$ cat src/rtl/prd_pkg.sv
// Shared types and constants for the NetPBM gray raster decoder.
// Used by every module of the decoder; depends on nothing else.
package prd_pkg;

  localparam int MAX_DIM_DEF = 4096;
  localparam int QUEUE_DEPTH = 4;
  localparam int CFG_W       = 13;
  localparam int OUT_TDATA_W = 40;

  // Configuration register indexes.
  localparam logic [1:0] REG_FORMAT_MODE  = 2'd0;
  localparam logic [1:0] REG_IMAGE_WIDTH  = 2'd1;
  localparam logic [1:0] REG_IMAGE_HEIGHT = 2'd2;

  // Raster kinds.
  localparam logic [2:0] FMT_ASCII_BITS = 3'd1;
  localparam logic [2:0] FMT_ASCII_GRAY = 3'd2;
  localparam logic [2:0] FMT_ASCII_RGB  = 3'd3;
  localparam logic [2:0] FMT_PACK_BITS  = 3'd4;
  localparam logic [2:0] FMT_GRAY_BYTES = 3'd5;
  localparam logic [2:0] FMT_RGB_BYTES  = 3'd6;
  localparam logic [2:0] FMT_RESET      = FMT_GRAY_BYTES;

  localparam logic [9:0]  DEC_MAX    = 10'd1023;
  localparam logic [7:0]  PIX_WHITE  = 8'd255;
  localparam logic [7:0]  PIX_BLACK  = 8'd0;
  // x / 3 == (x * 2731) >> 13 for every x below 4096.
  localparam logic [11:0] DIV3_RECIP = 12'd2731;
  localparam int          DIV3_SHIFT = 13;

  typedef enum logic [1:0] {
    CMD_PIXEL,
    CMD_BITS,
    CMD_ERROR
  } cmd_kind_e;

  typedef struct packed {
    cmd_kind_e  kind;
    logic [7:0] data;
  } cmd_t;

  typedef struct packed {
    logic valid;
    cmd_t cmd;
  } q_head_t;

endpackage

$ cat src/rtl/prd_front.sv
// Front end of the decoder: takes raster bytes, parses ASCII numbers and
// channel triples, and queues pixel, bit-group and error commands. Uses prd_pkg.
module prd_front (
  input  logic              clk_i,
  input  logic              rst_ni,
  input  logic              restart_i,
  input  logic [2:0]        fmt_i,
  input  logic              in_valid_i,
  input  logic [7:0]        in_byte_i,
  output logic              in_ready_o,
  input  logic              full_i,
  output logic              push_o,
  output prd_pkg::cmd_t     push_cmd_o
);

  logic [9:0]  acc_q, acc_d;
  logic        in_num_q, in_num_d;
  logic [1:0]  ch_idx_q, ch_idx_d;
  logic [11:0] ch_sum_q, ch_sum_d;
  logic        err_q, err_d;

  logic        accept;
  logic        is_digit;
  logic        is_ws;
  logic        is_ws_p1;
  logic [13:0] dec_next;
  logic [9:0]  dec_sat;
  logic [9:0]  tri_in;
  logic [11:0] tri_sum;
  logic [23:0] mean_prod;
  logic [7:0]  mean;

  assign in_ready_o = !full_i;
  assign accept     = in_valid_i && !full_i;

  assign is_digit = in_byte_i inside {[8'h30:8'h39]};
  assign is_ws    = in_byte_i inside {8'h20, 8'h09, 8'h0A, 8'h0B, 8'h0C, 8'h0D};
  assign is_ws_p1 = in_byte_i inside {8'h20, 8'h09, 8'h0A, 8'h0D};

  assign dec_next = 14'(acc_q) * 14'd10 + 14'(in_byte_i - 8'h30);
  assign dec_sat  = (dec_next > 14'(prd_pkg::DEC_MAX)) ? prd_pkg::DEC_MAX : dec_next[9:0];

  assign tri_in    = (fmt_i == prd_pkg::FMT_RGB_BYTES) ? {2'b00, in_byte_i} : acc_q;
  assign tri_sum   = ch_sum_q + 12'(tri_in);
  assign mean_prod = 24'(tri_sum) * 24'(prd_pkg::DIV3_RECIP);
  assign mean      = mean_prod[prd_pkg::DIV3_SHIFT +: 8];

  always_comb begin
    acc_d      = acc_q;
    in_num_d   = in_num_q;
    ch_idx_d   = ch_idx_q;
    ch_sum_d   = ch_sum_q;
    err_d      = err_q;
    push_o     = 1'b0;
    push_cmd_o = '{kind: prd_pkg::CMD_PIXEL, data: in_byte_i};

    if (accept && !err_q) begin
      case (fmt_i)
        prd_pkg::FMT_ASCII_BITS: begin
          if (in_byte_i == 8'h30 || in_byte_i == 8'h31) begin
            push_o     = 1'b1;
            push_cmd_o = '{kind: prd_pkg::CMD_PIXEL, data: {7'b0, in_byte_i[0]}};
          end else if (!is_ws_p1) begin
            push_o     = 1'b1;
            push_cmd_o = '{kind: prd_pkg::CMD_ERROR, data: prd_pkg::PIX_BLACK};
            err_d      = 1'b1;
          end
        end
        prd_pkg::FMT_ASCII_GRAY, prd_pkg::FMT_ASCII_RGB: begin
          if (is_digit) begin
            acc_d    = dec_sat;
            in_num_d = 1'b1;
          end else if (is_ws) begin
            if (in_num_q) begin
              acc_d    = '0;
              in_num_d = 1'b0;
              if (fmt_i == prd_pkg::FMT_ASCII_GRAY) begin
                push_o     = 1'b1;
                push_cmd_o = '{kind: prd_pkg::CMD_PIXEL, data: acc_q[7:0]};
              end else if (ch_idx_q == 2'd2) begin
                push_o     = 1'b1;
                push_cmd_o = '{kind: prd_pkg::CMD_PIXEL, data: mean};
                ch_idx_d   = '0;
                ch_sum_d   = '0;
              end else begin
                ch_idx_d = ch_idx_q + 2'd1;
                ch_sum_d = tri_sum;
              end
            end
          end else begin
            push_o     = 1'b1;
            push_cmd_o = '{kind: prd_pkg::CMD_ERROR, data: prd_pkg::PIX_BLACK};
            err_d      = 1'b1;
          end
        end
        prd_pkg::FMT_PACK_BITS: begin
          push_o     = 1'b1;
          push_cmd_o = '{kind: prd_pkg::CMD_BITS, data: in_byte_i};
        end
        prd_pkg::FMT_GRAY_BYTES: begin
          push_o     = 1'b1;
          push_cmd_o = '{kind: prd_pkg::CMD_PIXEL, data: in_byte_i};
        end
        prd_pkg::FMT_RGB_BYTES: begin
          if (ch_idx_q == 2'd2) begin
            push_o     = 1'b1;
            push_cmd_o = '{kind: prd_pkg::CMD_PIXEL, data: mean};
            ch_idx_d   = '0;
            ch_sum_d   = '0;
          end else begin
            ch_idx_d = ch_idx_q + 2'd1;
            ch_sum_d = tri_sum;
          end
        end
        default: begin
        end
      endcase
    end
  end

  always_ff @(posedge clk_i or negedge rst_ni) begin
    if (!rst_ni) begin
      acc_q    <= '0;
      in_num_q <= 1'b0;
      ch_idx_q <= '0;
      ch_sum_q <= '0;
      err_q    <= 1'b0;
    end else if (restart_i) begin
      acc_q    <= '0;
      in_num_q <= 1'b0;
      ch_idx_q <= '0;
      ch_sum_q <= '0;
      err_q    <= 1'b0;
    end else begin
      acc_q    <= acc_d;
      in_num_q <= in_num_d;
      ch_idx_q <= ch_idx_d;
      ch_sum_q <= ch_sum_d;
      err_q    <= err_d;
    end
  end

endmodule

$ cat src/rtl/prd_queue.sv
// Short command queue between the front and back ends of the decoder.
// Holds prd_pkg::cmd_t entries; depends on prd_pkg.
module prd_queue (
  input  logic              clk_i,
  input  logic              rst_ni,
  input  logic              flush_i,
  input  logic              push_i,
  input  prd_pkg::cmd_t     push_cmd_i,
  output logic              full_o,
  input  logic              pop_i,
  output prd_pkg::q_head_t  head_o
);

  localparam int DEPTH = prd_pkg::QUEUE_DEPTH;
  localparam int PTR_W = $clog2(DEPTH);

  prd_pkg::cmd_t    mem_q [DEPTH];
  logic [PTR_W-1:0] wr_ptr_q, rd_ptr_q;
  logic [PTR_W:0]   count_q, count_d;
  logic             do_push, do_pop;

  assign full_o       = (count_q == (PTR_W+1)'(DEPTH));
  assign do_push      = push_i && !full_o;
  assign do_pop       = pop_i && (count_q != '0);
  assign head_o.valid = (count_q != '0);
  assign head_o.cmd   = mem_q[rd_ptr_q];

  always_comb begin
    count_d = count_q;
    if (do_push && !do_pop) begin
      count_d = count_q + 1'b1;
    end else if (do_pop && !do_push) begin
      count_d = count_q - 1'b1;
    end
  end

  always_ff @(posedge clk_i) begin
    if (do_push) begin
      mem_q[wr_ptr_q] <= push_cmd_i;
    end
  end

  always_ff @(posedge clk_i or negedge rst_ni) begin
    if (!rst_ni) begin
      wr_ptr_q <= '0;
      rd_ptr_q <= '0;
      count_q  <= '0;
    end else if (flush_i) begin
      wr_ptr_q <= '0;
      rd_ptr_q <= '0;
      count_q  <= '0;
    end else begin
      if (do_push) begin
        wr_ptr_q <= wr_ptr_q + 1'b1;
      end
      if (do_pop) begin
        rd_ptr_q <= rd_ptr_q + 1'b1;
      end
      count_q <= count_d;
    end
  end

endmodule

$ cat src/rtl/prd_back.sv
// Back end of the decoder: walks the image position, expands bit groups into
// pixels and drives the registered output stage. Depends on prd_pkg.
module prd_back #(
  parameter int MAX_DIM = prd_pkg::MAX_DIM_DEF,
  localparam int CNT_W  = $clog2(MAX_DIM)
) (
  input  logic                           clk_i,
  input  logic                           rst_ni,
  input  logic                           restart_i,
  input  logic [CNT_W-1:0]               w_last_i,
  input  logic [CNT_W-1:0]               h_last_i,
  input  prd_pkg::q_head_t               head_i,
  output logic                           pop_o,
  output logic                           out_valid_o,
  input  logic                           out_ready_i,
  output logic [prd_pkg::OUT_TDATA_W-1:0] out_data_o,
  output logic                           out_last_o,
  output logic                           out_err_o
);

  logic [CNT_W-1:0] col_q, col_d;
  logic [CNT_W-1:0] row_q, row_d;
  logic [2:0]       bit_q, bit_d;
  logic             fin_q, fin_d;
  logic             ov_q, ov_d;

  logic [7:0]       pix_q, pix_d;
  logic [11:0]      ocol_q, orow_q;
  logic             done_q, done_d;
  logic             last_q, last_d;
  logic             err_q, err_d;

  logic             can_emit;
  logic             load;
  logic             col_end;
  logic             is_err;
  logic             is_bits;
  logic             item_last;
  logic [CNT_W+11:0] col_ext, row_ext;

  assign can_emit = !ov_q || out_ready_i;
  assign col_end  = (col_q == w_last_i);
  assign is_err   = (head_i.cmd.kind == prd_pkg::CMD_ERROR);
  assign is_bits  = (head_i.cmd.kind == prd_pkg::CMD_BITS);
  assign item_last = is_bits ? ((bit_q == 3'd7) || col_end) : 1'b1;
  assign col_ext  = {12'b0, col_q};
  assign row_ext  = {12'b0, row_q};

  always_comb begin
    case (head_i.cmd.kind)
      prd_pkg::CMD_PIXEL: pix_d = head_i.cmd.data;
      prd_pkg::CMD_BITS:  pix_d = head_i.cmd.data[~bit_q] ? prd_pkg::PIX_BLACK
                                                         : prd_pkg::PIX_WHITE;
      prd_pkg::CMD_ERROR: pix_d = prd_pkg::PIX_BLACK;
      default:            pix_d = prd_pkg::PIX_BLACK;
    endcase
  end

  always_comb begin
    col_d  = col_q;
    row_d  = row_q;
    bit_d  = bit_q;
    fin_d  = fin_q;
    pop_o  = 1'b0;
    load   = 1'b0;
    done_d = !is_err && col_end && (row_q == '0);
    last_d = item_last;
    err_d  = is_err;

    if (head_i.valid) begin
      if (fin_q) begin
        // The image is complete: commands are dropped until a restart.
        pop_o = 1'b1;
        bit_d = '0;
      end else if (can_emit) begin
        load = 1'b1;
        if (item_last) begin
          pop_o = 1'b1;
          bit_d = '0;
        end else begin
          bit_d = bit_q + 3'd1;
        end
        if (!is_err) begin
          if (col_end) begin
            col_d = '0;
            if (row_q == '0) begin
              fin_d = 1'b1;
            end else begin
              row_d = row_q - 1'b1;
            end
          end else begin
            col_d = col_q + 1'b1;
          end
        end
      end
    end

    if (load) begin
      ov_d = 1'b1;
    end else if (out_ready_i) begin
      ov_d = 1'b0;
    end else begin
      ov_d = ov_q;
    end
  end

  always_ff @(posedge clk_i) begin
    if (load) begin
      pix_q  <= pix_d;
      ocol_q <= col_ext[11:0];
      orow_q <= row_ext[11:0];
      done_q <= done_d;
      last_q <= last_d;
      err_q  <= err_d;
    end
  end

  always_ff @(posedge clk_i or negedge rst_ni) begin
    if (!rst_ni) begin
      col_q <= '0;
      row_q <= '0;
      bit_q <= '0;
      fin_q <= 1'b0;
      ov_q  <= 1'b0;
    end else if (restart_i) begin
      col_q <= '0;
      row_q <= h_last_i;
      bit_q <= '0;
      fin_q <= 1'b0;
      ov_q  <= 1'b0;
    end else begin
      col_q <= col_d;
      row_q <= row_d;
      bit_q <= bit_d;
      fin_q <= fin_d;
      ov_q  <= ov_d;
    end
  end

  assign out_valid_o = ov_q;
  assign out_data_o  = {7'b0, done_q, orow_q, ocol_q, pix_q};
  assign out_last_o  = last_q;
  assign out_err_o   = err_q;

endmodule

$ cat src/rtl/pnm_raster_gray_decoder.sv
// Top level of the NetPBM gray raster decoder: configuration registers and
// the front end, command queue and back end. Depends on prd_pkg and prd_*.

// Feed the raster bytes that follow a NetPBM header, one byte per beat, after
// writing format_mode, image_width and image_height; each register write
// restarts the image. The block takes one byte per cycle while the command
// queue has room and gives one pixel beat per cycle while m_axis_tready is
// high. A P4 byte expands to up to eight beats, one per cycle while the output
// is not stalled, from the output stage; in that mode the input keeps flowing
// only until the four-entry command queue between the parser and the pixel
// stage is full. P3 and P6 give one beat per three values. A bad character
// in P1..P3 gives one error beat and the block then drops bytes, as it does
// after the last pixel, until the next register write.
module pnm_raster_gray_decoder #(
  parameter int MAX_DIM = prd_pkg::MAX_DIM_DEF
) (
  input  logic                            clk_i,
  input  logic                            rst_ni,
  input  logic                            cfg_we_i,
  input  logic [1:0]                      cfg_index_i,
  input  logic [prd_pkg::CFG_W-1:0]       cfg_wdata_i,
  input  logic                            s_axis_tvalid,
  output logic                            s_axis_tready,
  input  logic [7:0]                      s_axis_tdata,   // [7:0] raster_byte
  output logic                            m_axis_tvalid,
  input  logic                            m_axis_tready,
  // [7:0] pixel_value, [19:8] column, [31:20] row, [32] image_done, rest zero
  output logic [prd_pkg::OUT_TDATA_W-1:0] m_axis_tdata,
  output logic                            m_axis_tlast,   // last_of_run
  output logic                            m_axis_tuser    // [0] error_code
);

  localparam int CNT_W = $clog2(MAX_DIM);
  localparam int DIM_W = $clog2(MAX_DIM + 1);
  localparam int EW    = (DIM_W > prd_pkg::CFG_W) ? DIM_W : prd_pkg::CFG_W;

  function automatic logic [CNT_W-1:0] dim_last(input logic [prd_pkg::CFG_W-1:0] v);
    logic [EW-1:0] e;
    begin
      e = EW'(v);
      if (e == '0) begin
        e = EW'(1);
      end else if (e > EW'(MAX_DIM)) begin
        e = EW'(MAX_DIM);
      end
      return CNT_W'(e - EW'(1));
    end
  endfunction

  logic [2:0]       mode_q, mode_d;
  logic [CNT_W-1:0] w_last_q, w_last_d;
  logic [CNT_W-1:0] h_last_q, h_last_d;
  logic             restart;

  logic             full;
  logic             push;
  prd_pkg::cmd_t    push_cmd;
  logic             pop;
  prd_pkg::q_head_t head;

  always_comb begin
    mode_d   = mode_q;
    w_last_d = w_last_q;
    h_last_d = h_last_q;
    restart  = 1'b0;
    if (cfg_we_i) begin
      case (cfg_index_i)
        prd_pkg::REG_FORMAT_MODE: begin
          mode_d  = cfg_wdata_i[2:0];
          restart = 1'b1;
        end
        prd_pkg::REG_IMAGE_WIDTH: begin
          w_last_d = dim_last(cfg_wdata_i);
          restart  = 1'b1;
        end
        prd_pkg::REG_IMAGE_HEIGHT: begin
          h_last_d = dim_last(cfg_wdata_i);
          restart  = 1'b1;
        end
        default: begin
        end
      endcase
    end
  end

  always_ff @(posedge clk_i or negedge rst_ni) begin
    if (!rst_ni) begin
      mode_q   <= prd_pkg::FMT_RESET;
      w_last_q <= '0;
      h_last_q <= '0;
    end else begin
      mode_q   <= mode_d;
      w_last_q <= w_last_d;
      h_last_q <= h_last_d;
    end
  end

  prd_front u_front (
    .clk_i      (clk_i),
    .rst_ni     (rst_ni),
    .restart_i  (restart),
    .fmt_i      (mode_q),
    .in_valid_i (s_axis_tvalid),
    .in_byte_i  (s_axis_tdata),
    .in_ready_o (s_axis_tready),
    .full_i     (full),
    .push_o     (push),
    .push_cmd_o (push_cmd)
  );

  prd_queue u_queue (
    .clk_i      (clk_i),
    .rst_ni     (rst_ni),
    .flush_i    (restart),
    .push_i     (push),
    .push_cmd_i (push_cmd),
    .full_o     (full),
    .pop_i      (pop),
    .head_o     (head)
  );

  prd_back #(
    .MAX_DIM (MAX_DIM)
  ) u_back (
    .clk_i       (clk_i),
    .rst_ni      (rst_ni),
    .restart_i   (restart),
    .w_last_i    (w_last_q),
    .h_last_i    (h_last_d),
    .head_i      (head),
    .pop_o       (pop),
    .out_valid_o (m_axis_tvalid),
    .out_ready_i (m_axis_tready),
    .out_data_o  (m_axis_tdata),
    .out_last_o  (m_axis_tlast),
    .out_err_o   (m_axis_tuser)
  );

endmodule

$ cat config.mk
export PLATFORM = sky130hd
export DESIGN_NAME = pnm_raster_gray_decoder
export DESIGN_NICKNAME = d
export VERILOG_FILES = /design/src/rtl/prd_pkg.sv /design/src/rtl/prd_front.sv /design/src/rtl/prd_queue.sv /design/src/rtl/prd_back.sv /design/src/rtl/pnm_raster_gray_decoder.sv
export SDC_FILE = /design/constraint.sdc
export NUM_CORES = 1
export LEC_CHECK = 0
export ABC_AREA = 1
export BUFFER_PORTS_ARGS = -buffer_cell sky130_fd_sc_hd__buf_2
export CAP_MARGIN = 10
export CORE_ASPECT_RATIO = 0.6
export CORE_UTILIZATION = 60
export DETAILED_ROUTE_END_ITERATION = 16
export GPL_ROUTABILITY_DRIVEN = 0
export PLACE_DENSITY = 0.77
export REMOVE_ABC_BUFFERS = 1
export SLEW_MARGIN = 20
export SYNTH_ARGS = -nofsm -noshare
export SYNTH_HDL_FRONTEND = slang
export SYNTH_SLANG_ARGS = --single-unit
$ cat constraint.sdc
create_clock -name clk_i -period 8.8 [get_ports clk_i]
set_input_delay 2.64 -clock clk_i [delete_from_list [all_inputs] [get_ports clk_i]]
set_output_delay 2.64 -clock clk_i [all_outputs]
set_load 0.005 [all_outputs]
==> summary.md, run 1 <==
| Metric | Value |
|---|---|
| H-tree Lvls | 4 |
| R2R setup slack | 1320 ps |
| Post-Synth XOR/XNOR Area | 4.53% |
| Vias in the first global route | approximately 10,000 |
| Pint | roughly 0.0027 W |
| Synth unique cells | 58 |
| Final WS setup | 370 ps |
| Gate power share | 61.7% |
| Input/output buffers | 64 |
| Top delay family on crit path | adder cells |
| Switching part of the total | a little under half |
| Critical-path top delay cell | o21ai_0 |
| # diodes | 0 |
| Final Hold Vio Count | 0 |
| Clock sink count | 164 |
| Hold crit path type | reg2reg |
| CORE AREA | ~20,000 um2 |
| Post-synth EDFFs | 75 |
| Reg clk slew, reported paths | 70 ps |
| DR DRC count | 0 |
| Asr flop ratio synth | 54.3% |
| Initial antenna violation count | 0 |
| Mux cell area share after synthesis | 0.0785% |
| DR WL/cell | 16.9 um |
| CTS tree | yes |
| Worst slack, placed | -12.6 ps |
| Max transition margin | 31.4% |
| Setup Skew | approximately 9.0 ps |
| Post-synthesis simple-gate area fraction | 21.6% |
| Total GRT Usage | 32.2% |
| Sequential-to-total area share from yosys stat | 35.2% |
| Status | finished clean |
| Antenna-violating nets left | 0 |
| Root buffer cell | clkbuf_16 |
| Tmin final | about 8400 ps |
| Routed via count | between 10,000 and 15,000 |
| Worst Hold Depth | 0 |
| Final Instance Area | 14,400 um2 |
| Clock Latency Late Sink | around 440 ps |
| Most used DFF post-synth | dfrtp_1 |
| Syn Area/Cell | 8.09 um2 |
| Pwr/cell area | 350 nW/um2 |
| Cell Area, Placed | 13,800 um2 |
| Layout cell share with drive strength beyond 1 | 14.1% |
| Post-CTS setup buffer count | 0 |
| Hpwl dp | 26,200 um |
| # setup viols final | 0 |
| P_sw | 0.00238 W |
| Full die area | 21,900 um2 |
| Post-Syn Area | 12,700 um2 |
| Fin crit share | 95.8% |
| CP Capture Type | flop |
| Largest net degree at the start of global routing | 69 |
| Synthesized flop and latch total | between 150 and 200 |
| R2R Path End | u_queue.mem_q[0][2]$_DFFE_PP_ |
| Clock share of power | around 15% |
| Arrival time worst endpoint | 8730 ps |
| Most frequent cells after synthesis | 343 x nand2_1, 239 x inv_1, 136 x nor2_1 |
| Via/cell ratio | between 5 and 6 |
| # rows | 40 |
| Synth Area in Compound Gates | about an eighth |
| CP Class | in2reg |
| R2R depth | 39 |
| Hold Startpoint | u_back.row_q[0]$_DFFE_PN0P_ |
| Top-count cell post-synth | nand2_1 |
| Max incr delay on CP | around 540 ps |
| I/O pins | 72 |
| Critical Path Source Type | input pin |
| Post-synth top area share | between 10% and 20% |
| DRT iter0 DRCs | 1,100 |
| Area contributors post-synth | edfxtp_1 18%, dfrtp_1 17%, ha_1 11% |
| Nets | about 1,900 |
| Max Fanout on Critical Path | 5 |
| Resized cells post-CTS | 0 |
| Peak Freq | 119 MHz |
| Slew Limit Fails | 0 |
| RSZ-0062 raised after global routing | no |
| Buf/Inv on CP | 6 |
| Die Wd | ~190 um |
| Hold buffer count at cts | 0 |
| Drt pass-1 iters | 7 |
| Area Overhead vs Synth | 13.2% |
| Static Leak | roughly 7.4 nW |
| Least-Margin Pin Slew | between 1000 and 1500 ps |
| First-pass GRT wire length | 54,200 um |
| Adder-cell share of the synthesized area | about 17% |
| Hold EP | u_back.orow_q[0]$_DFFE_PP_ |
| Die Ht | 115 um |
| Yosys warns | 0 |
| Reg-to-reg startpoint | mode_q[2]$_DFFE_PN1P_ |
| Starting density of the core | 62.4% |
| Sequential Power Share | 23.5% |
| Clk buf depth | 2 |
| Final wirelength | 33,700 um |
| Largest family of logic cells by synthesized area | simple AND/OR/NAND/NOR gates |
| Synth area leader | edfxtp_1 |
| Worst EP required | 9100 ps |
| Total CTS buffers | 17 |
| Gate Count Post-Synth | 1,576 |
| Grt total ovfl | 0 |
| Max_cap viols | 0 |
| VDD IR-drop max | 0.000261 V |
[final cells by class]
type / instances / area (um2)
Multi-Input combinational cell: 1134 / 7190
Fill cell: 1573 / 5990
Sequential cell: 164 / 4480
Inverter: 252 / 946
Timing Repair Buffer: 138 / 878
Clock buffer: 17 / 425
Tap cell: 273 / 342
Clock inverter: 15 / 169
[how the worst max path moves through the flow]
stage / cells past startpoint / slack [ps] / endpoint / from
6_report: 31 / 370 / u_queue.mem_q[3][3]$_DFFE_PP_ / s_axis_tdata[7]
5_1_grt: 35 / 30 / u_queue.mem_q[2][5]$_DFFE_PP_ / s_axis_tdata[0]
4_1_cts: 36 / 420 / u_queue.mem_q[1][6]$_DFFE_PP_ / s_axis_tdata[3]
3_5_place_dp: 36 / -10 / u_queue.mem_q[3][6]$_DFFE_PP_ / s_axis_tdata[3]
3_3_place_gp: 35 / 100 / u_queue.mem_q[2][7]$_DFFE_PP_ / s_axis_tdata[3]
2_1_floorplan: 33 / 460 / u_queue.mem_q[0][4]$_DFFE_PP_ / s_axis_tdata[0]
[state kept, by name (all words and copies together) (netlist names), 2 cells and up]
| signal | flops |
|---|---|
| u_front.acc_q | 10 |
| u_front.ch_idx_q | 2 |
| u_front.ch_sum_q | 12 |
| u_back.row_q | 12 |
| u_queue.count_q | 3 |
| u_queue.wr_ptr_q | 2 |
| u_back.bit_q | 3 |
| u_back.ocol_q | 12 |
| h_last_q | 12 |
| u_queue.mem_q | 40 |
| u_queue.rd_ptr_q | 2 |
| u_back.col_q | 12 |
| u_back.orow_q | 12 |
| mode_q | 3 |
| u_back.pix_q | 8 |
| w_last_q | 12 |
[cell usage in the layout, fill, tap and decap left out, drive strengths merged, types with 36 or more instances in the layout]
cell type  Yosys  routed
nand2        351     351
inv          250     256
nor2         143     143
buf           18     138
ha           116     116
o21ai        107     107
nand3         91      91
a21oi         90      90
dfrtp         87      87
edfxtp        75      75
xor2          38      38
fa            36      36
[layer usage]
metal  global-route usage [%]  vias up  routed length [um]
met4                     5.28        0                 299
li1                         -     5418                   -
met1                     50.6     5208               16200
met2                     42.4      576               12700
met3                     10.9       41                4460
met5                        0        -                   0
[cells by family after synthesis]
kind of cell               Yosys count
buffers and inverters              284
and+or+nand+nor                    641
xor gates and xnor gates            62
muxes                                1
other                                1
AOI/OAI and AO/OA                  271
DFF                                164
adders and majority gates          152
[per-stage QoR]
stage          util, %  TNS, ps  total power (W)  hold slack [ps]  instances
6_report          70.7        0          0.00505              472       1993
5_1_grt           70.7        0          0.00550              482       1993
4_1_cts           70.6        0          0.00499              469       1993
3_5_place_dp      67.6    -50.5          0.00420              442       1961
3_3_place_gp      67.6        0          0.00414              447       1961
2_1_floorplan        -        0          0.00315              425       1550
[power groups by stage]
stage	registers, W	logic [W]	clock network (W)
after floorplan	0.00117	0.00198	0
after detailed placement	0.00120	0.00301	0
after CTS	0.00119	0.00306	0.000751
after global placement	0.00119	0.00295	0
after global routing	0.00121	0.00351	0.000782
final	0.00119	0.00311	0.000747
Note: power is estimated with default switching activity, not from simulation.
==> inputs of run 2 (changes only) <==
--- a/config.mk
+++ b/config.mk
@@ -9,12 +9,11 @@
 export BUFFER_PORTS_ARGS = -buffer_cell sky130_fd_sc_hd__buf_2
 export CAP_MARGIN = 10
 export CORE_ASPECT_RATIO = 0.6
-export CORE_UTILIZATION = 60
+export CORE_UTILIZATION = 57
 export DETAILED_ROUTE_END_ITERATION = 16
 export GPL_ROUTABILITY_DRIVEN = 0
-export PLACE_DENSITY = 0.77
+export PLACE_DENSITY = 0.76
 export REMOVE_ABC_BUFFERS = 1
-export SLEW_MARGIN = 20
 export SYNTH_ARGS = -nofsm -noshare
 export SYNTH_HDL_FRONTEND = slang
 export SYNTH_SLANG_ARGS = --single-unit
==> constraint.sdc (replaced) <==
create_clock -name clk_i -period 7.7 [get_ports clk_i]
set_input_delay 2.31 -clock clk_i [delete_from_list [all_inputs] [get_ports clk_i]]
set_output_delay 2.31 -clock clk_i [all_outputs]
set_load 0.005 [all_outputs]
==> summary.md, run 2 (synthesized netlist as in run 1, its figures left out) <==
| Metric | Value |
|---|---|
| Total chip power | 0.00672 W (was 0.00505 W) |
| I/O pins | 72 (unchanged) |
| Crit path from | s_axis_tdata[0] (was s_axis_tdata[7]) |
| Area Overhead vs Synth | 19.5% (was 13.2%) |
| Top reg by flops | u_queue.mem_q (unchanged) |
| Cell Area, Placed | 14,100 um2 (was 13,800 um2) |
| CORE AREA | 21,400 um2 (was 20,400 um2) |
| CP Capture Type | flop (unchanged) |
| Setup Skew | 9.56 ps (was 8.96 ps) |
| Layout cell share with drive strength beyond 1 | 21.1% (was 14.1%) |
| Failing checks | negative setup slack |
| Final wirelength | 36,000 um (was 33,700 um) |
| Total GRT Usage | 31.0% (was 32.2%) |
| Via/cell ratio | 5.74 (was 5.64) |
| # rows | 41 (was 40) |
| H-tree Lvls | 4 (unchanged) |
| R2R depth | 38 (was 39) |
| DR WL/cell | 17.6 um (was 16.9 um) |
| Die Wd | 195 um (was 190 um) |
| Hold buffer count at cts | 0 (unchanged) |
| First-pass GRT wire length | 55,600 um (was 54,200 um) |
| # diodes | 0 (unchanged) |
| Arrival time worst endpoint | 8040 ps (was 8730 ps) |
| Starting density of the core | 59.4% (was 62.4%) |
| Max transition margin | 28.1% (was 31.4%) |
| CP Class | in2reg (unchanged) |
| DR DRC count | 0 (unchanged) |
| Least-Margin Pin Slew | 1070 ps (was 1030 ps) |
| Critical-path top delay cell | fa_1 (was o21ai_0) |
| Clock sink count | 164 (unchanged) |
| Max Fanout on Critical Path | 4 (was 5) |
| # setup viols final | 8 (was 0) |
| Final Instance Area | 15,200 um2 (was 14,400 um2) |
| Max_cap viols | 0 (unchanged) |
| Hpwl dp | 27,200 um (was 26,200 um) |
| Vias in the first global route | 10,500 (about the same) |
| Critical Path Source Type | input pin (unchanged) |
| Worst slack, placed | -852 ps (was -12.6 ps) |
| Max incr delay on CP | 520 ps (was 540 ps) |
| Clk buf depth | 2 (unchanged) |
| Pwr/cell area | 441 nW/um2 (was 350 nW/um2) |
| Largest net degree at the start of global routing | 67 (was 69) |
| Antenna-violating nets left | 0 (unchanged) |
| CTS tree | yes (unchanged) |
| Hold crit path type | reg2reg (unchanged) |
| Input/output buffers | 64 (unchanged) |
| Peak Freq | 129 MHz |
| Commonest cells after routing, fill and taps aside | 326 x nand2_1, 232 x inv_1, 123 x nor2_1 (was 343 x nand2_1, 239 x inv_1, 135 x nor2_1) |
| R2R Path End | u_queue.mem_q[2][3]$_DFFE_PP_ (was u_queue.mem_q[0][2]$_DFFE_PP_) |
| RSZ-0062 raised after global routing | yes (was no) |
| Nets | 1,933 (was 1,887) |
| Grt total ovfl | 0 (unchanged) |
| Final WS setup | -35.0 ps (was 370 ps) |
| Final Hold Vio Count | 0 (unchanged) |
| Tmin final | between 7000 and 8000 ps |
| Full die area | 23,000 um2 (was 21,900 um2) |
| Clock Latency Late Sink | 430 ps (was 440 ps) |
| Reg clk slew, reported paths | 70 ps (about the same) |
| Fin crit share | 100% |
| Drt pass-1 iters | 6 (was 7) |
| R2R setup slack | 770 ps (was 1320 ps) |
| Slew Limit Fails | 0 (unchanged) |
| Static Leak | 7.73 nW (was 7.44 nW) |
| Routed via count | 11,700 (was 11,200) |
| Hold WS | 458 ps (was 472 ps) |
| Die Ht | 118 um (was 115 um) |
| Initial antenna violation count | 0 (unchanged) |
| Total CTS buffers | 17 (unchanged) |
| Worst EP required | 8010 ps (was 9100 ps) |
| Critical path capture point | u_queue.mem_q[2][3]$_DFFE_PP_ (was u_queue.mem_q[3][3]$_DFFE_PP_) |
| Status | finished, violations left (was finished clean) |
| Root buffer cell | clkbuf_16 (unchanged) |
| VDD IR-drop max | 0.000361 V (was 0.000261 V) |
| Reg-to-reg startpoint | mode_q[2]$_DFFE_PN1P_ (unchanged) |
| Leading cell type in the layout, fill and taps excluded | nand2_1 (unchanged) |
| DRT iter0 DRCs | 1,462 (was 1,100) |
| Max reg flops | 40 (unchanged) |
run 2: worst min-delay path by stage:
| stage | slack (ps) | endpoint | cells past startpoint | from |
|---|---|---|---|---|
| final | 460 | u_back.orow_q[0]$_DFFE_PP_ | 0 | u_back.row_q[0]$_DFFE_PN0P_ |
| after global routing | 490 | u_back.orow_q[0]$_DFFE_PP_ | 0 | u_back.row_q[0]$_DFFE_PN0P_ |
| after CTS | 460 | u_back.orow_q[0]$_DFFE_PP_ | 0 | u_back.row_q[0]$_DFFE_PN0P_ |
| after detailed placement | 440 | u_back.orow_q[0]$_DFFE_PP_ | 0 | u_back.row_q[0]$_DFFE_PN0P_ |
| after global placement | 450 | u_back.orow_q[0]$_DFFE_PP_ | 0 | u_back.row_q[0]$_DFFE_PN0P_ |
| after floorplan | 420 | u_back.orow_q[0]$_DFFE_PP_ | 0 | u_back.row_q[0]$_DFFE_PN0P_ |
run 2: critical path: cells and delay by family:
family | cells | cell delay (ps)
adders and majority gates | 7 | 2820
buffers and inverters | 7 | 630
xor gates and xnor gates | 1 | 200
and+or+nand+nor | 12 | 1100
AOI/OAI and AO/OA | 8 | 970
run 2: what timing repair did:
item / in CTS / in global routing
pin swaps: 9 / 41
setup buffers: 2 / 12
gates resized for setup: 26 / 91
setup endpoints to repair: 32 / 32
run 2: final cells by class:
type,count,area [um2]
multi-input cells,1134,7610
flip-flops and latches,164,4480
clock buffers,21,450
well taps,279,349
fillers,1608,6210
repair buffers,184,1250
clock inverters,11,141
inverters,252,948
run 2: where the power goes:
part	total, W	switching, W	internal, W	leakage (nW)
Combinational	0.00449	0.00261	0.00188	5.58
Clock	0.000862	0.000367	0.000495	0.284
Sequential	0.00137	0.000164	0.00120	1.86
Total	0.00672	0.00314	0.00358	7.73
run 2: per-layer routing:
metal | up-vias | share of wire, % | GRT usage [%]
met3 | 46 | 12 | 6.42
met4 | 0 | 0.99 | 4.48
li1 | 5541 | - | -
met5 | - | 0 | 0
met1 | 5536 | 48 | 51.2
met2 | 610 | 40 | 41.3
run 2: through the flow:
stage / utilization, % / cells / TNS [ps]
final: 71.0 / 2045 / -242
after global routing: 71.0 / 2045 / -7120
after detailed placement: 65.6 / 1999 / -21870
after floorplan: - / 1550 / -8050
after global placement: 65.6 / 1999 / -17510
after CTS: 68.9 / 2033 / -17.8
==> inputs of run 3 (changes only) <==
--- a/config.mk
+++ b/config.mk
@@ -5,7 +5,6 @@
 export SDC_FILE = /design/constraint.sdc
 export NUM_CORES = 1
 export LEC_CHECK = 0
-export ABC_AREA = 1
 export BUFFER_PORTS_ARGS = -buffer_cell sky130_fd_sc_hd__buf_2
 export CAP_MARGIN = 10
 export CORE_ASPECT_RATIO = 0.6
==> summary.md, run 3 <==
| Metric | Value |
|---|---|
| Full die area | 22,000 um2 (was 23,000 um2) |
| Via/cell ratio | 6.00 (was 5.74) |
| Die Ht | 115 um (was 118 um) |
| Arrival time worst endpoint | 8420 ps (was 8040 ps) |
| Worst slack, placed | -1370 ps (was -852 ps) |
| Total CTS buffers | 17 (unchanged) |
| Input/output buffers | 64 (unchanged) |
| Top-count cell post-synth | ha_1 (was nand2_1) |
| Leading cell type in the layout, fill and taps excluded | buf_4 (was nand2_1) |
| Area of the multi-input gates | 7510 um2 (was 7610 um2) |
| Synth unique cells | 94 (was 58) |
| Post-Syn Area | 12,200 um2 (was 12,700 um2) |
| Hold buffer count at cts | 0 (unchanged) |
| Synth area leader | edfxtp_1 (unchanged) |
| Root buffer cell | clkbuf_16 (unchanged) |
| Failing checks | negative setup slack (unchanged) |
| # setup viols final | 32 (was 8) |
| H-tree Lvls | 4 (unchanged) |
| Most frequent cells after synthesis | 116 x ha_1, 107 x nand2_1, 93 x a21oi_1 (was 343 x nand2_1, 239 x inv_1, 136 x nor2_1) |
| # rows | 41 (unchanged) |
| Max reg flops | 40 (unchanged) |
| Final wirelength | 31,600 um (was 36,000 um) |
| Post-synth EDFFs | 75 (unchanged) |
| Layout cell share with drive strength beyond 1 | 22.7% (was 21.1%) |
| Final WS setup | -539 ps (was -35.0 ps) |
| Max_cap viols | 0 (unchanged) |
| Post-synth top area share | 18.5% (was 17.7%) |
| Final core utilization | 68.9% (was 71.0%) |
| DR WL/cell | 19.1 um (was 17.6 um) |
| CTS tree | yes (unchanged) |
| Asr flop ratio synth | 54.3% (unchanged) |
| Slew Limit Fails | 0 (unchanged) |
| I/O pins | 72 (unchanged) |
| Reg clk slew, reported paths | 70 ps (about the same) |
| Area contributors post-synth | edfxtp_1 18%, dfrtp_1 18%, ha_1 12% (was edfxtp_1 18%, dfrtp_1 17%, ha_1 11%) |
| Antenna-violating nets left | 0 (unchanged) |
| Worst EP required | 7880 ps (was 8010 ps) |
| Peak Freq | 121 MHz (was 129 MHz) |
| RSZ-0062 raised after global routing | yes (unchanged) |
| Clk buf depth | 2 (unchanged) |
| Nets | 1,546 (was 1,933) |
| CP Capture Type | flop (unchanged) |
| Initial antenna violation count | 0 (unchanged) |
| Pwr/cell area | 302 nW/um2 (was 441 nW/um2) |
| Largest net degree at the start of global routing | 63 (was 67) |
| Setup Skew | 10.4 ps (was 9.56 ps) |
| Sequential cell area | 4480 um2 (unchanged) |
| Worst Hold Depth | 1 (was 0) |
| Hold crit path type | reg2reg (unchanged) |
| Clock Latency Late Sink | 440 ps (was 430 ps) |
| Hpwl dp | 22,900 um (was 27,200 um) |
| Most used DFF post-synth | dfrtp_1 (unchanged) |
| Total GRT Usage | 29.8% (was 31.0%) |
| VDD IR-drop max | 0.000215 V (was 0.000361 V) |
| Least-Margin Pin Slew | 1150 ps (was 1070 ps) |
| Filler Cells Inserted | 1,519 (was 1,608) |
| Die Wd | 191 um (was 195 um) |
| Max transition margin | 22.7% (was 28.1%) |
| Clock sink count | 164 (unchanged) |
| Critical Path Source Type | input pin (unchanged) |
| R2R depth | 26 (was 38) |
| Routed via count | 9,941 (was 11,700) |
| First-pass GRT wire length | 50,300 um (was 55,600 um) |
| Starting density of the core | 58.1% (was 59.4%) |
| Drt pass-1 iters | 6 (unchanged) |
| Commonest cells after routing, fill and taps aside | 111 x buf_4, 108 x ha_1, 105 x nand2_1 (was 326 x nand2_1, 232 x inv_1, 123 x nor2_1) |
| Fin crit share | 107% (was 100%) |
| Yosys warns | 0 (unchanged) |
| Area Overhead vs Synth | 18.7% (was 19.5%) |
| Status | finished, violations left (unchanged) |
| CORE AREA | 21,000 um2 (was 21,400 um2) |
| DR DRC count | 0 (unchanged) |
| Synthesized flop and latch total | 164 (unchanged) |
| Max Fanout on Critical Path | 4 (unchanged) |
| Grt total ovfl | 0 (unchanged) |
| Gate Count Post-Synth | 1,213 (was 1,576) |
| DRT iter0 DRCs | 792 (was 1,462) |
| Top reg by flops | u_queue.mem_q (unchanged) |
| Total chip power | 0.00436 W (was 0.00672 W) |
| Sequential-to-total area share from yosys stat | 36.8% (was 35.2%) |
| Final Hold Vio Count | 0 (unchanged) |
| Syn Area/Cell | 10.0 um2 (was 8.09 um2) |
| # diodes | 0 (unchanged) |
| Static Leak | 6.79 nW (was 7.73 nW) |
| CP Class | in2reg (unchanged) |
| Tmin final | 8240 ps (was 7740 ps) |
| Vias in the first global route | 9,462 (was 10,500) |
==> run 3: cell types whose count changed in the layout (fill, tap and decap cells not counted), moves of 17 or more <==
cell	delta
nand2_1	-221
inv_1	-153
nand3_1	-60
nor2_1	-44
o21ai_0	-23
xnor2_1	+21
nand2_2	-18
a21o_1	+17
nor2_2	-17
==> run 3: through the flow <==
| stage | area [um2] | hold slack [ps] | instances | setup TNS (ps) |
|---|---|---|---|---|
| after floorplan | 12000 | 440 | 1169 | -27920 |
| after global placement | 13400 | 463 | 1609 | -34630 |
| after detailed placement | 13400 | 473 | 1609 | -40200 |
| after CTS | 14400 | 490 | 1655 | -7800 |
| after global routing | 14500 | 506 | 1658 | -18370 |
| final | 14500 | 489 | 1658 | -12360 |
==> run 3: timing repair <==
item / 4_1_cts / 5_1_grt
pin swaps: 56 / 4
setup endpoints to repair: 32 / 32
cloned: 0 / 0
gates resized for setup: 63 / 8
buffers inserted: 14 / 2
==> run 3: worst max-delay path, cell delays in order <==
cell and delay (ps):
buf_6 90, mux2_4 270, ha_4 170, fa_2 360, a21o_1 200, a21oi_2 160
o21ai_2 90, a2111o_1 430, a31o_4 250, a21oi_4 180, xnor2_2 160, xor2_1 200
ha_1 290, fa_1 470, fa_1 510, inv_2 40, fa_1 510, inv_2 50
ha_4 290, mux2i_1 180, nor3_1 50, or3_1 370, or3_4 350, o21ba_4 200
o22a_1 240
==> run 3: final cells by class <==
cell class,count,share of cell area [%]
Timing Repair Buffer,178,8.29
Sequential cell,164,31.0
Clock inverter,14,1.18
Clock buffer,18,2.97
Inverter,86,2.23
Tap cell,279,2.41
Multi-Input combinational cell,919,51.9
==> run 3: cells by family (layout without fill, tap and decap cells) <==
family,count (synthesis),after routing,share of synthesized area [%]
AO/OA/AOI/OAI,295,295,15.5
XOR/XNOR,81,81,6.21
adder cells (fa/ha/maj),152,152,17.8
buffers and inverters,136,296,4.69
flip-flops,164,164,36.8
multiplexers,27,27,3.86
other,1,7,0.0308
AND/OR/NAND/NOR,357,357,15.1
==> run 3: final timing paths <==
check / startpoint / endpoint / slack [ps]
worst min-delay path: h_last_q[7]$_DFF_PN0_ / h_last_q[7]$_DFF_PN0_ / 490
worst max register to register: mode_q[0]$_DFFE_PN1P_ / u_queue.mem_q[1][6]$_DFFE_PP_ / 490
min in group asynchronous: rst_ni / u_back.out_valid_o$_DFFE_PN0P_ / 1790
worst min register to register: h_last_q[7]$_DFF_PN0_ / h_last_q[7]$_DFF_PN0_ / 490
max in group asynchronous: rst_ni / u_front.ch_sum_q[11]$_DFFE_PN0P_ / 4730
worst max-delay path: s_axis_tdata[0] / u_queue.mem_q[2][0]$_DFFE_PP_ / -540
==> run 3: power by group <==
group,leakage (nW),switching [W],internal [W]
Clock,0.296,0.000391,0.000489
Sequential,1.87,0.000151,0.00119
Combinational,4.63,0.00118,0.000958
==> run 3: routing by layer <==
layer  part of all wire (%)  up-vias  track usage [%]
met4                    1.5        0             7.47
met5                      0        -                0
li1                       -     4660                -
met1                     48     4847             45.1
met2                     42      388             42.7
met3                    8.7       46             7.26
